**config.mk**
```make
export PLATFORM = sky130hd
export DESIGN_NAME = valve_flow_band_controller_core
export DESIGN_NICKNAME = d
export VERILOG_FILES = /design/src/hdl/vfbc_pkg.sv /design/src/hdl/valve_flow_band_controller_core.sv
export SDC_FILE = /design/constraint.sdc
export NUM_CORES = 2
export LEC_CHECK = 0
export BUFFER_PORTS_ARGS = -buffer_cell sky130_fd_sc_hd__clkbuf_2
export CORE_MARGIN = 8
export CORE_UTILIZATION = 55
export CTS_BUF_LIST = sky130_fd_sc_hd__clkbuf_8 sky130_fd_sc_hd__clkbuf_16
export DETAILED_ROUTE_END_ITERATION = 16
export GPL_TIMING_DRIVEN = 0
export PLACE_DENSITY = 0.77
export SETUP_SLACK_MARGIN = 0.1
export SYNTH_ARGS = -nofsm -noshare
export SYNTH_HDL_FRONTEND = slang
export SYNTH_SLANG_ARGS = --single-unit
```
**constraint.sdc**
```tcl
create_clock -name clk -period 13.31 [get_ports clk]
set_clock_uncertainty 0.2 [all_clocks]
set_input_delay 1.9965 -clock clk [delete_from_list [all_inputs] [get_ports clk]]
set_output_delay 1.9965 -clock clk [all_outputs]
set_load 0.02 [all_outputs]
```
**src/hdl/vfbc_pkg.sv**
```systemverilog
`timescale 1ns / 1ps
`default_nettype none

package vfbc_pkg;

  // stream and register port widths
  localparam int IN_DATA_W  = 88;
  localparam int OUT_DATA_W = 24;
  localparam int CFG_ADDR_W = 4;
  localparam int CFG_DATA_W = 32;

  // field widths
  localparam int CH_W    = 3;
  localparam int TIME_W  = 32;
  localparam int FLOW_W  = 24;
  localparam int DRV_W   = 17;
  localparam int REG_W   = 16;

  // request kinds carried in tuser
  localparam logic CMD_STEP  = 1'b0;
  localparam logic CMD_RESET = 1'b1;

  // register indexes
  localparam logic [1:0] REG_MIN_OPEN  = 2'd0;
  localparam logic [1:0] REG_MIN_CLOSE = 2'd1;
  localparam logic [1:0] REG_MAX_DRIVE = 2'd2;
  localparam logic [1:0] REG_PERIOD    = 2'd3;

  // flow limits in raw q12.12 units (the two floors scaled by 500) and the minimum period
  localparam logic [27:0] HOLD_FLOOR  = 28'd102400;
  localparam logic [32:0] FULL_FLOOR  = 33'd204800;
  localparam logic [23:0] NOPULSE_MAX = 24'd4;
  localparam logic [15:0] PERIOD_MIN  = 16'd10;

  typedef enum logic [1:0] {
    LS_OFF        = 2'd0,
    LS_NO_PULSES  = 2'd1,
    LS_SATURATED  = 2'd2,
    LS_REGULATING = 2'd3
  } loop_status_t;

endpackage

`default_nettype wire

```
**src/hdl/valve_flow_band_controller_core.sv**
```systemverilog
`timescale 1ns / 1ps
`default_nettype none

// channel  | kind          | contents
// ---------+---------------+-----------------------------------------------
// in_      | stream slave  | tuser command, tdata channel/time/enable/flows
// out_     | stream master | tdata channel, drive, drive_written, status
// cfg_     | apb slave     | min_open, min_close, max_drive, period_ms
//
// reset, off or out-of-range requests go from S_ELAPSE to S_DONE, a step with
// the period not elapsed ends at S_DUE, an update inside the hold band skips to
// S_FIN, one outside it runs the 16-step restoring division in the subtractor
// in_tready is high only while the sequencer is idle; one finished result may
// wait in the output register while the next request is already taken
// rst_n is synchronous, sets the config registers to defaults and clears all channel state

module valve_flow_band_controller_core #(
  parameter int CHANNELS = 8
) (
  input  wire logic                            clk,
  input  wire logic                            rst_n,
  // input stream
  input  wire logic                            in_tvalid,
  output logic                                 in_tready,
  // [2:0] channel, [34:3] now_ms, [35] flow_enabled, [59:36] target_flow,
  // [83:60] measured_flow, [87:84] zero
  input  wire logic [vfbc_pkg::IN_DATA_W-1:0]  in_tdata,
  // [0] command
  input  wire logic                            in_tuser,
  // result stream
  output logic                                 out_tvalid,
  input  wire logic                            out_tready,
  // [2:0] out_channel, [19:3] drive, [20] drive_written, [22:21] loop_status,
  // [23] zero
  output logic [vfbc_pkg::OUT_DATA_W-1:0]      out_tdata,
  // config port
  input  wire logic                            cfg_psel,
  input  wire logic                            cfg_penable,
  input  wire logic                            cfg_pwrite,
  input  wire logic [vfbc_pkg::CFG_ADDR_W-1:0] cfg_paddr,
  input  wire logic [vfbc_pkg::CFG_DATA_W-1:0] cfg_pwdata,
  output logic [vfbc_pkg::CFG_DATA_W-1:0]      cfg_prdata,
  output logic                                 cfg_pready
);

  import vfbc_pkg::*;

  localparam int IDX_W = (CHANNELS > 1) ? $clog2(CHANNELS) : 1;
  localparam int ALU_W = 36;

  typedef enum logic [3:0] {
    S_IDLE, S_ELAPSE, S_DUE, S_SIGN, S_ABS, S_BAND, S_DEN, S_CLAMP,
    S_SPAN, S_SPAN2, S_MUL, S_DIV, S_FIN, S_DONE
  } state_t;

  state_t state_r, state_nxt;

  // config registers
  logic [REG_W-1:0] min_open_r, min_open_nxt;
  logic [REG_W-1:0] min_close_r, min_close_nxt;
  logic [REG_W-1:0] max_drive_r, max_drive_nxt;
  logic [REG_W-1:0] period_r, period_nxt;

  // per-channel state
  logic [TIME_W-1:0] last_r   [CHANNELS];
  logic [DRV_W-1:0]  drive_st_r [CHANNELS];
  loop_status_t      status_st_r [CHANNELS];

  // latched request
  logic              cmd_r, cmd_nxt;
  logic [CH_W-1:0]   ch_r, ch_nxt;
  logic [TIME_W-1:0] now_r, now_nxt;
  logic              en_r, en_nxt;
  logic [FLOW_W-1:0] tgt_r, tgt_nxt;
  logic [FLOW_W-1:0] meas_r, meas_nxt;

  // working registers
  logic [TIME_W-1:0] elapsed_r, elapsed_nxt;
  logic              e_lt_r, e_lt_nxt;
  logic              e_pos_r, e_pos_nxt;
  logic [FLOW_W-1:0] ae_r, ae_nxt;
  logic [27:0]       hold_r, hold_nxt;
  logic [32:0]       full_r, full_nxt;
  logic [32:0]       num_r, num_nxt;
  logic [32:0]       den_r, den_nxt;
  logic              sat_r, sat_nxt;
  logic              inband_r, inband_nxt;
  logic [REG_W-1:0]  floor_r, floor_nxt;
  logic [REG_W-1:0]  span_r, span_nxt;
  logic              span_neg_r, span_neg_nxt;
  logic [32:0]       rem_r, rem_nxt;
  logic [15:0]       lo_r, lo_nxt;
  logic [15:0]       q_r, q_nxt;
  logic [3:0]        cnt_r, cnt_nxt;

  // result
  logic [DRV_W-1:0]  res_drive_r, res_drive_nxt;
  logic              res_written_r, res_written_nxt;
  loop_status_t      res_status_r, res_status_nxt;
  logic              out_valid_r, out_valid_nxt;
  logic [OUT_DATA_W-1:0] out_data_r, out_data_nxt;

  // channel store write controls
  logic              st_last_we, st_drive_we, st_status_we;
  logic [TIME_W-1:0] st_last_d;
  logic [DRV_W-1:0]  st_drive_d;
  loop_status_t      st_status_d;

  // shared add/subtract unit
  logic [ALU_W-1:0]  alu_a, alu_b;
  logic              alu_sub;
  logic [ALU_W:0]    alu_sum;
  logic [ALU_W-1:0]  alu_res;
  logic              alu_lt, alu_zero;

  logic [IDX_W-1:0]  idx;
  logic              ch_ok;
  logic [TIME_W-1:0] last_rd;
  logic [DRV_W-1:0]  drive_rd;
  loop_status_t      status_rd;
  logic [REG_W-1:0]  period_eff;
  logic [27:0]       t15;
  logic [32:0]       t500, ae500;
  logic [REG_W-1:0]  floor_sel;
  logic [33:0]       trial;
  logic [48:0]       prod;
  logic              nopulse;
  logic              cfg_wr;
  logic [DRV_W-1:0]  fin_drive;

  assign idx       = IDX_W'(ch_r);
  assign ch_ok     = (32'(ch_r) < CHANNELS);
  assign last_rd   = last_r[idx];
  assign drive_rd  = drive_st_r[idx];
  assign status_rd = status_st_r[idx];

  assign period_eff = (period_r < PERIOD_MIN) ? PERIOD_MIN : period_r;
  assign nopulse    = (meas_r <= NOPULSE_MAX);

  // constant scalings by shift and add: 15 = 16 - 1, 500 = 512 - 8 - 4
  assign t15   = ({4'd0, tgt_r} << 4) - {4'd0, tgt_r};
  assign t500  = ({9'd0, tgt_r} << 9) - ({9'd0, tgt_r} << 3) - ({9'd0, tgt_r} << 2);
  assign ae500 = ({9'd0, ae_r} << 9) - ({9'd0, ae_r} << 3) - ({9'd0, ae_r} << 2);

  assign floor_sel = e_pos_r ? min_open_r : min_close_r;
  assign trial     = {rem_r, lo_r[15]};
  assign prod      = num_r * span_r;

  assign alu_sum  = {1'b0, alu_a} + {1'b0, (alu_sub ? ~alu_b : alu_b)}
                  + (ALU_W+1)'(alu_sub);
  assign alu_res  = alu_sum[ALU_W-1:0];
  assign alu_lt   = alu_sub & ~alu_sum[ALU_W];
  assign alu_zero = (alu_res == '0);

  // operand selection per step
  always_comb begin
    alu_a   = '0;
    alu_b   = '0;
    alu_sub = 1'b1;
    unique case (state_r)
      S_ELAPSE: begin
        alu_a = ALU_W'(now_r);
        alu_b = ALU_W'(last_rd);
      end
      S_DUE: begin
        alu_a = ALU_W'(elapsed_r);
        alu_b = ALU_W'(period_eff);
      end
      S_SIGN: begin
        alu_a = ALU_W'(tgt_r);
        alu_b = ALU_W'(meas_r);
      end
      S_ABS: begin
        alu_a = ALU_W'(e_lt_r ? meas_r : tgt_r);
        alu_b = ALU_W'(e_lt_r ? tgt_r : meas_r);
      end
      S_BAND: begin
        alu_a = ALU_W'(ae500);
        alu_b = ALU_W'(hold_r);
      end
      S_DEN: begin
        alu_a = ALU_W'(full_r);
        alu_b = ALU_W'(hold_r);
      end
      S_CLAMP: begin
        alu_a = ALU_W'(num_r);
        alu_b = ALU_W'(den_r);
      end
      S_SPAN: begin
        alu_a = ALU_W'(max_drive_r);
        alu_b = ALU_W'(floor_sel);
      end
      S_SPAN2: begin
        alu_a = ALU_W'(span_neg_r ? floor_r : max_drive_r);
        alu_b = ALU_W'(span_neg_r ? max_drive_r : floor_r);
      end
      S_DIV: begin
        alu_a = ALU_W'(trial);
        alu_b = ALU_W'(den_r);
      end
      S_FIN: begin
        // floor plus or minus the scaled span
        alu_a   = ALU_W'(floor_r);
        alu_b   = ALU_W'(q_r);
        alu_sub = span_neg_r;
      end
      default: begin
        alu_sub = 1'b1;
      end
    endcase
  end

  assign fin_drive = inband_r ? '0 :
                     (e_pos_r ? {1'b0, alu_res[REG_W-1:0]}
                              : DRV_W'(0) - {1'b0, alu_res[REG_W-1:0]});

  // sequencer
  always_comb begin
    state_nxt       = state_r;
    cmd_nxt         = cmd_r;
    ch_nxt          = ch_r;
    now_nxt         = now_r;
    en_nxt          = en_r;
    tgt_nxt         = tgt_r;
    meas_nxt        = meas_r;
    elapsed_nxt     = elapsed_r;
    e_lt_nxt        = e_lt_r;
    e_pos_nxt       = e_pos_r;
    ae_nxt          = ae_r;
    hold_nxt        = hold_r;
    full_nxt        = full_r;
    num_nxt         = num_r;
    den_nxt         = den_r;
    sat_nxt         = sat_r;
    inband_nxt      = inband_r;
    floor_nxt       = floor_r;
    span_nxt        = span_r;
    span_neg_nxt    = span_neg_r;
    rem_nxt         = rem_r;
    lo_nxt          = lo_r;
    q_nxt           = q_r;
    cnt_nxt         = cnt_r;
    res_drive_nxt   = res_drive_r;
    res_written_nxt = res_written_r;
    res_status_nxt  = res_status_r;
    out_valid_nxt   = out_valid_r;
    out_data_nxt    = out_data_r;
    st_last_we      = 1'b0;
    st_drive_we     = 1'b0;
    st_status_we    = 1'b0;
    st_last_d       = now_r;
    st_drive_d      = '0;
    st_status_d     = LS_OFF;

    // result taken downstream
    if (out_valid_r && out_tready) begin
      out_valid_nxt = 1'b0;
    end

    unique case (state_r)
      S_IDLE: begin
        if (in_tvalid) begin
          cmd_nxt   = in_tuser;
          ch_nxt    = in_tdata[2:0];
          now_nxt   = in_tdata[34:3];
          en_nxt    = in_tdata[35];
          tgt_nxt   = in_tdata[59:36];
          meas_nxt  = in_tdata[83:60];
          state_nxt = S_ELAPSE;
        end
      end
      S_ELAPSE: begin
        elapsed_nxt     = alu_res[TIME_W-1:0];
        res_drive_nxt   = '0;
        res_written_nxt = 1'b0;
        res_status_nxt  = LS_OFF;
        priority if (!ch_ok) begin
          state_nxt = S_DONE;
        end else if (cmd_r == CMD_RESET) begin
          st_drive_we    = 1'b1;
          st_last_we     = 1'b1;
          res_status_nxt = status_rd;
          state_nxt      = S_DONE;
        end else if (!en_r || tgt_r == '0) begin
          // channel off
          st_drive_we     = 1'b1;
          st_status_we    = 1'b1;
          res_written_nxt = 1'b1;
          state_nxt       = S_DONE;
        end else begin
          // no-pulse mark applies whether or not an update is due
          if (nopulse) begin
            st_status_we = 1'b1;
            st_status_d  = LS_NO_PULSES;
          end
          state_nxt = S_DUE;
        end
      end
      S_DUE: begin
        if (alu_lt) begin
          res_drive_nxt  = drive_rd;
          res_status_nxt = status_rd;
          state_nxt      = S_DONE;
        end else begin
          st_last_we = 1'b1;
          hold_nxt   = (t15 < HOLD_FLOOR) ? HOLD_FLOOR : t15;
          full_nxt   = (t500 < FULL_FLOOR) ? FULL_FLOOR : t500;
          state_nxt  = S_SIGN;
        end
      end
      S_SIGN: begin
        e_lt_nxt  = alu_lt;
        e_pos_nxt = !alu_lt && !alu_zero;
        state_nxt = S_ABS;
      end
      S_ABS: begin
        ae_nxt    = alu_res[FLOW_W-1:0];
        state_nxt = S_BAND;
      end
      S_BAND: begin
        num_nxt    = alu_res[32:0];
        inband_nxt = alu_lt || alu_zero;
        sat_nxt    = 1'b0;
        state_nxt  = (alu_lt || alu_zero) ? S_FIN : S_DEN;
      end
      S_DEN: begin
        den_nxt   = alu_res[32:0];
        state_nxt = S_CLAMP;
      end
      S_CLAMP: begin
        if (!alu_lt) begin
          num_nxt = den_r;
          sat_nxt = 1'b1;
        end
        state_nxt = S_SPAN;
      end
      S_SPAN: begin
        floor_nxt    = floor_sel;
        span_neg_nxt = alu_lt;
        state_nxt    = S_SPAN2;
      end
      S_SPAN2: begin
        span_nxt  = alu_res[REG_W-1:0];
        state_nxt = S_MUL;
      end
      S_MUL: begin
        // quotient fits 16 bits since num never exceeds den
        rem_nxt   = prod[48:16];
        lo_nxt    = prod[15:0];
        q_nxt     = '0;
        cnt_nxt   = 4'd15;
        state_nxt = S_DIV;
      end
      S_DIV: begin
        if (alu_lt) begin
          rem_nxt = trial[32:0];
        end else begin
          rem_nxt = alu_res[32:0];
        end
        q_nxt  = {q_r[14:0], !alu_lt};
        lo_nxt = {lo_r[14:0], 1'b0};
        cnt_nxt = cnt_r - 4'd1;
        if (cnt_r == '0) begin
          state_nxt = S_FIN;
        end
      end
      S_FIN: begin
        st_drive_we  = 1'b1;
        st_drive_d   = fin_drive;
        st_status_we = 1'b1;
        priority if (nopulse) begin
          st_status_d = LS_NO_PULSES;
        end else if (sat_r) begin
          st_status_d = LS_SATURATED;
        end else begin
          st_status_d = LS_REGULATING;
        end
        res_drive_nxt   = fin_drive;
        res_written_nxt = 1'b1;
        res_status_nxt  = st_status_d;
        state_nxt       = S_DONE;
      end
      S_DONE: begin
        if (!out_valid_r || out_tready) begin
          out_valid_nxt = 1'b1;
          out_data_nxt  = {1'b0, res_status_r, res_written_r, res_drive_r, ch_r};
          state_nxt     = S_IDLE;
        end
      end
      default: begin
        state_nxt = S_IDLE;
      end
    endcase
  end

  // config writes
  assign cfg_wr = cfg_psel && cfg_penable && cfg_pwrite && cfg_pready;

  always_comb begin
    min_open_nxt  = min_open_r;
    min_close_nxt = min_close_r;
    max_drive_nxt = max_drive_r;
    period_nxt    = period_r;
    if (cfg_wr) begin
      unique case (cfg_paddr[3:2])
        REG_MIN_OPEN:  min_open_nxt  = cfg_pwdata[REG_W-1:0];
        REG_MIN_CLOSE: min_close_nxt = cfg_pwdata[REG_W-1:0];
        REG_MAX_DRIVE: max_drive_nxt = cfg_pwdata[REG_W-1:0];
        REG_PERIOD:    period_nxt    = cfg_pwdata[REG_W-1:0];
        default:       period_nxt    = period_r;
      endcase
    end
  end

  always_comb begin
    unique case (cfg_paddr[3:2])
      REG_MIN_OPEN:  cfg_prdata = CFG_DATA_W'(min_open_r);
      REG_MIN_CLOSE: cfg_prdata = CFG_DATA_W'(min_close_r);
      REG_MAX_DRIVE: cfg_prdata = CFG_DATA_W'(max_drive_r);
      REG_PERIOD:    cfg_prdata = CFG_DATA_W'(period_r);
      default:       cfg_prdata = '0;
    endcase
  end

  always_ff @(posedge clk) begin
    // datapath registers
    cmd_r         <= cmd_nxt;
    ch_r          <= ch_nxt;
    now_r         <= now_nxt;
    en_r          <= en_nxt;
    tgt_r         <= tgt_nxt;
    meas_r        <= meas_nxt;
    elapsed_r     <= elapsed_nxt;
    e_lt_r        <= e_lt_nxt;
    e_pos_r       <= e_pos_nxt;
    ae_r          <= ae_nxt;
    hold_r        <= hold_nxt;
    full_r        <= full_nxt;
    num_r         <= num_nxt;
    den_r         <= den_nxt;
    sat_r         <= sat_nxt;
    inband_r      <= inband_nxt;
    floor_r       <= floor_nxt;
    span_r        <= span_nxt;
    span_neg_r    <= span_neg_nxt;
    rem_r         <= rem_nxt;
    lo_r          <= lo_nxt;
    q_r           <= q_nxt;
    cnt_r         <= cnt_nxt;
    res_drive_r   <= res_drive_nxt;
    res_written_r <= res_written_nxt;
    res_status_r  <= res_status_nxt;
    out_data_r    <= out_data_nxt;

    if (!rst_n) begin
      state_r     <= S_IDLE;
      out_valid_r <= 1'b0;
      min_open_r  <= '0;
      min_close_r <= '0;
      max_drive_r <= 16'hFFFF;
      period_r    <= PERIOD_MIN;
      for (int i = 0; i < CHANNELS; i++) begin
        last_r[i]      <= '0;
        drive_st_r[i]  <= '0;
        status_st_r[i] <= LS_OFF;
      end
    end else begin
      state_r     <= state_nxt;
      out_valid_r <= out_valid_nxt;
      min_open_r  <= min_open_nxt;
      min_close_r <= min_close_nxt;
      max_drive_r <= max_drive_nxt;
      period_r    <= period_nxt;
      if (st_last_we) begin
        last_r[idx] <= st_last_d;
      end
      if (st_drive_we) begin
        drive_st_r[idx] <= st_drive_d;
      end
      if (st_status_we) begin
        status_st_r[idx] <= st_status_d;
      end
    end
  end

  assign in_tready  = (state_r == S_IDLE);
  assign out_tvalid = out_valid_r;
  assign out_tdata  = out_data_r;
  assign cfg_pready = 1'b1;

endmodule

`default_nettype wire

```
# --- After elaboration in Yosys (flattened, before gate mapping) ---
# Memories as Yosys holds them, arrays and structs flattened. A register that Yosys moved wholly into a read port is not among the register bits.
# Index checks and enable logic that the tools add are counted.
totals:
  register_bits: 486
  ramBits: 408
  inputBits: 132
  output_inout_bits: 59
  elab_cells: 189
  mem_count: 3
memory_table:
  columns: ["name", "depth", "width", "read_ports", "rd_ports_with_merged_regs", "write_ports", "line", "text"]
  rows:
  - ["last_r", 8, 32, 1, 1, 8, "valve_flow_band_controller_core.sv:65", "logic [TIME_W-1:0] last_r [CHANNELS];"]
  - ["drive_st_r", 8, 17, 1, 1, 8, "valve_flow_band_controller_core.sv:66", "logic [DRV_W-1:0] drive_st_r [CHANNELS];"]
  - ["status_st_r", 8, 2, 1, 1, 8, "valve_flow_band_controller_core.sv:67", "loop_status_t status_st_r [CHANNELS];"]
op_classes:
  add_sub_neg: 9
  mul: 1
  order_cmp: 4
  eq_ne: 21
  mux: 79
  bitwise_logic: 4
  reduce_logical: 35
op_table:
  columns: ["cell", "count"]
  rows:
  - ["case mux 34 bit (11 select lines)", 1]
  - ["case mux 33 bit (9 select lines)", 1]
  - ["case mux 33 bit (2 select lines)", 2]
  - ["case mux 32 bit (4 select lines)", 1]
  - ["two-way mux 17 bit", 5]
  - ["two-way mux 33 bit", 2]
  - ["subtractor 33 x 26 -> 33 bit", 2]
  - ["subtractor 33 x 27 -> 33 bit", 2]
  - ["two-way mux 16 bit", 4]
  - ["case mux 16 bit (2 select lines)", 2]
  - ["case mux 4 bit (14 select lines)", 1]
  - ["case mux 17 bit (3 select lines)", 1]
  - ["multiplier 33 x 16 -> 49 bit", 1]
  - ["two-way mux 24 bit", 2]
  - ["adder 36 x 36 -> 37 bit", 1]
  - ["adder 37 x 1 -> 37 bit", 1]
  - ["zero test 36 bit", 1]
  - ["two-way mux 36 bit", 1]
  - ["NOT 36 bit", 1]
  - ["less-than comparator 33 x 18 -> 1 bit (second input constant)", 1]
  - ["two-way mux 32 bit", 1]
  - ["OR reduction 32 bit", 1]
  - ["two-way mux 1 bit", 30]
  - ["less-than comparator 28 x 17 -> 1 bit (second input constant)", 1]
  - ["other kinds (33)", 87]

# --- Logic depth before layout (Yosys ltp) ---
depth:
  word_depth: 16
  ltp_mapped: 31
  mapped_depth_nobuf: 29

# --- Least setup slack after synthesis ---
# OpenSTA, ideal clock, no wires.
synth_timing:
  path_kind: "register to register"
  from: "reg state_r[2]"
  to: "mem last_r[7][0] (enable)"
  setup_ns: 0.466
  arrival_ns: 10.882
  t_required_ns: 12.644
  setup_slack_ns: 1.763
  stages_incl_launch_ff: 23
  path_cell_list: "dfxtp_1 buf_2 buf_1 nand2_1 nor3_1 clkbuf_1 buf_1 a22oi_1 nand4_1 ha_1 and3_1 a221oi_1 or4_1 a211oi_1 o211ai_1 o21ba_2 o221a_2 nand2_1 inv_2 nor2_1 o21ai_1 clkbuf_1 o21ai_0"
synth_rtl:
  columns: ["element", "line", "text"]
  rows:
  - ["start: declaration", "valve_flow_band_controller_core.sv:56", "state_t state_r, state_nxt;"]
  - ["start signal: assignment", "valve_flow_band_controller_core.sv:468", "state_r <= state_nxt;"]
  - ["end: declaration", "valve_flow_band_controller_core.sv:65", null]

==> flow_summary.json <==
{
  "cts_made_buffers": 88,
  "cp.arrival_ns": 10.48,
  "core_area_um2": 114000,
  "final_area_um2": 69100,
  "ys_types": 99,
  "fin_crit_sh_pct": 77.0,
  "drt_iter0_drc": 6802,
  "fp.dieH_um": 354,
  "vias": 48576,
  "crit_fanout": 28,
  "yosys.area.top_type_share_pct": 39.4,
  "status": "completed",
  "worstMarginPinSlew_ns": 1.47,
  "io_pins": 191,
  "drive_above_1_share_pct": 9.63,
  "core.rowCount": 124,
  "grt_pass1_wl_um": 325000,
  "synth_ff_type": "edfxtp_1",
  "synth_area_um2": 62800,
  "drc": 0,
  "hold_buffers": 0,
  "regToRegSetupSlack_ns": 3.07,
  "crit_top_cell": "clkbuf_1",
  "routedWlPerCell_um": 29.6,
  "crit_path_top_delay_cell": "nor2_1",
  "slew_headroom_pct": 1.55,
  "clockBufferDepth": 3,
  "final_core_util_pct": 60.8,
  "slew_violations": 0,
  "min_path_type": "reg -> reg",
  "start_util_pct": 55.2,
  "gr-total-overflow": 0,
  "cp-end-kind": "register",
  "gp_congestion": 1.08,
  "grt_max_degree": 74,
  "hold_violations": 0,
  "dpl.hpwl_um": 176000,
  "ys_warn_count": 0,
  "final_common_cell": "edfxtp_1",
  "cts_root_buf": "clkbuf_16",
  "area_growth_pct": 10.1,
  "final_cell_mix": "823 x edfxtp_1, 781 x nand2_1, 559 x inv_1",
  "antenna_found_initial": 15,
  "max_stage_delay_ns": 1.02,
  "post_dp_cell_area_um2": 66200,
  "cts_sinks": 895,
  "timing.fmax_mhz": 97.6,
  "layout.nets": 6841,
  "ant_nets": 0,
  "synth_top_area_cell": "edfxtp_1",
  "setup_viol_count_final": 0,
  "grt_pass1_vias": 48395,
  "ys_seq_area_share_pct": 41.6,
  "synth-seq-cells": 895,
  "required_ns": 13.54,
  "post-cts-setup-buffers": 0,
  "first_pass_iters": 12,
  "synth_top_cells_by_area": "edfxtp_1 39%, fa_1 15%, ha_1 5.2%",
  "start_kind": "register",
  "die_area_um2": 125000,
  "grt.total_usage_pct": 35.1,
  "port_buffers": 150,
  "viasPerCell": 6.41,
  "period_minus_slack_ns": 10.24,
  "drv_cap": 0,
  "clk-insertion-delay-late_ns": 0.70,
  "avgSynthCellArea_um2": 11.0,
  "synth_edf_count": 823,
  "routed_wl_um": 224000,
  "async_flop_share_pct": 0,
  "ctsResizeCount": 0,
  "htreeDepth": 3,
  "path_clk_slew_ns": 0.07,
  "die_w_um": 354,
  "tritoncts": "built",
  "path_class": "reg -> reg",
  "synth_cells": 5697,
  "rsz0062_at_grt": "no"
}
## path summary, 6_finish.rpt
kind | from | cells past startpoint | end
max | state_r[0]$_SDFFE_PN0P_ | 25 | last_r[2][26]$_SDFFCE_PN0P_
min reg2reg | res_drive_r[13]$_SDFFCE_PP0P_ | 0 | out_tdata[16]$_DFFE_PP_
min | res_drive_r[13]$_SDFFCE_PP0P_ | 0 | out_tdata[16]$_DFFE_PP_
max reg2reg | state_r[0]$_SDFFE_PN0P_ | 25 | last_r[2][26]$_SDFFCE_PN0P_
## cells by family after synthesis
family | share of synthesized area, %
AOI/OAI and AO/OA | 10.2
xor gates and xnor gates | 2.54
adders and majority gates | 20.1
buffers and inverters | 5.42
DFF | 41.6
muxes | 5.84
other | 0.0120
and+or+nand+nor | 14.2
## area by class of cell
class,count,area [um^2]
timing repair buffer,177,1230
inverter,555,2090
fill,9114,44600
clock inverter,67,609
tap,1512,1890
multi-input combinational,3939,33500
buffer,324,1320
sequential,895,26200
clock buffer,95,2330
antenna,9,22.5
## cells in the mapped netlist (58+ instances only)
cell type	n
o21ai_0	176
dfxtp_1	72
nand2_1	781
mux2i_1	58
clkbuf_1	259
a21oi_1	214
xnor2_1	116
a21o_1	77
nand3_1	63
nor2_1	325
inv_1	550
a222oi_1	67
fa_1	467
and2_1	421
ha_1	262
edfxtp_1	823
mux4_2	118
## sequential cells by signal, indices dropped and copies added (netlist names), 23 cells and up, named ones only
| signal | cells |
|---|---|
| full_r | 31 |
| tgt_r | 24 |
| out_tdata | 23 |
| hold_r | 28 |
| drive_st_r | 136 |
| rem_r | 33 |
| now_r | 32 |
| elapsed_r | 32 |
| meas_r | 24 |
| last_r | 256 |
| num_r | 33 |
| ae_r | 24 |
| den_r | 33 |
## critical path: cells and delay by family, from the launching register on
kind / cells / cell delay, ns
flops: 1 / 0.30
fa+ha+maj: 1 / 0.31
compound gates: 8 / 2.81
buf+inv: 8 / 3.95
simple gates: 8 / 2.37
## per-layer routing
layer | vias to the layer above | global-route usage, % | wire length (um)
met5 | - | 0 | 44
met4 | 6 | 22.8 | 18400
met3 | 758 | 8.72 | 27300
met2 | 3495 | 52.7 | 96600
met1 | 23969 | 45.5 | 81900
li1 | 20348 | - | -
## per-stage QoR
step / TNS, ns / std cells / worst slack (ns) / hold WS, ns
finish: 0 / 7573 / 3.07 / 0.215
global route: 0 / 7567 / 3.11 / 0.224
CTS: 0 / 7564 / 3.62 / 0.218
detailed placement: 0 / 7402 / 3.64 / 0.205
global placement: -1416.39 / 7375 / -4.58 / 0.202
floorplan: 0 / 5713 / 1.76 / 0.200
Power is not shown: default switching activity piles up to over one toggle a cycle in this logic, so the estimate is an artifact.
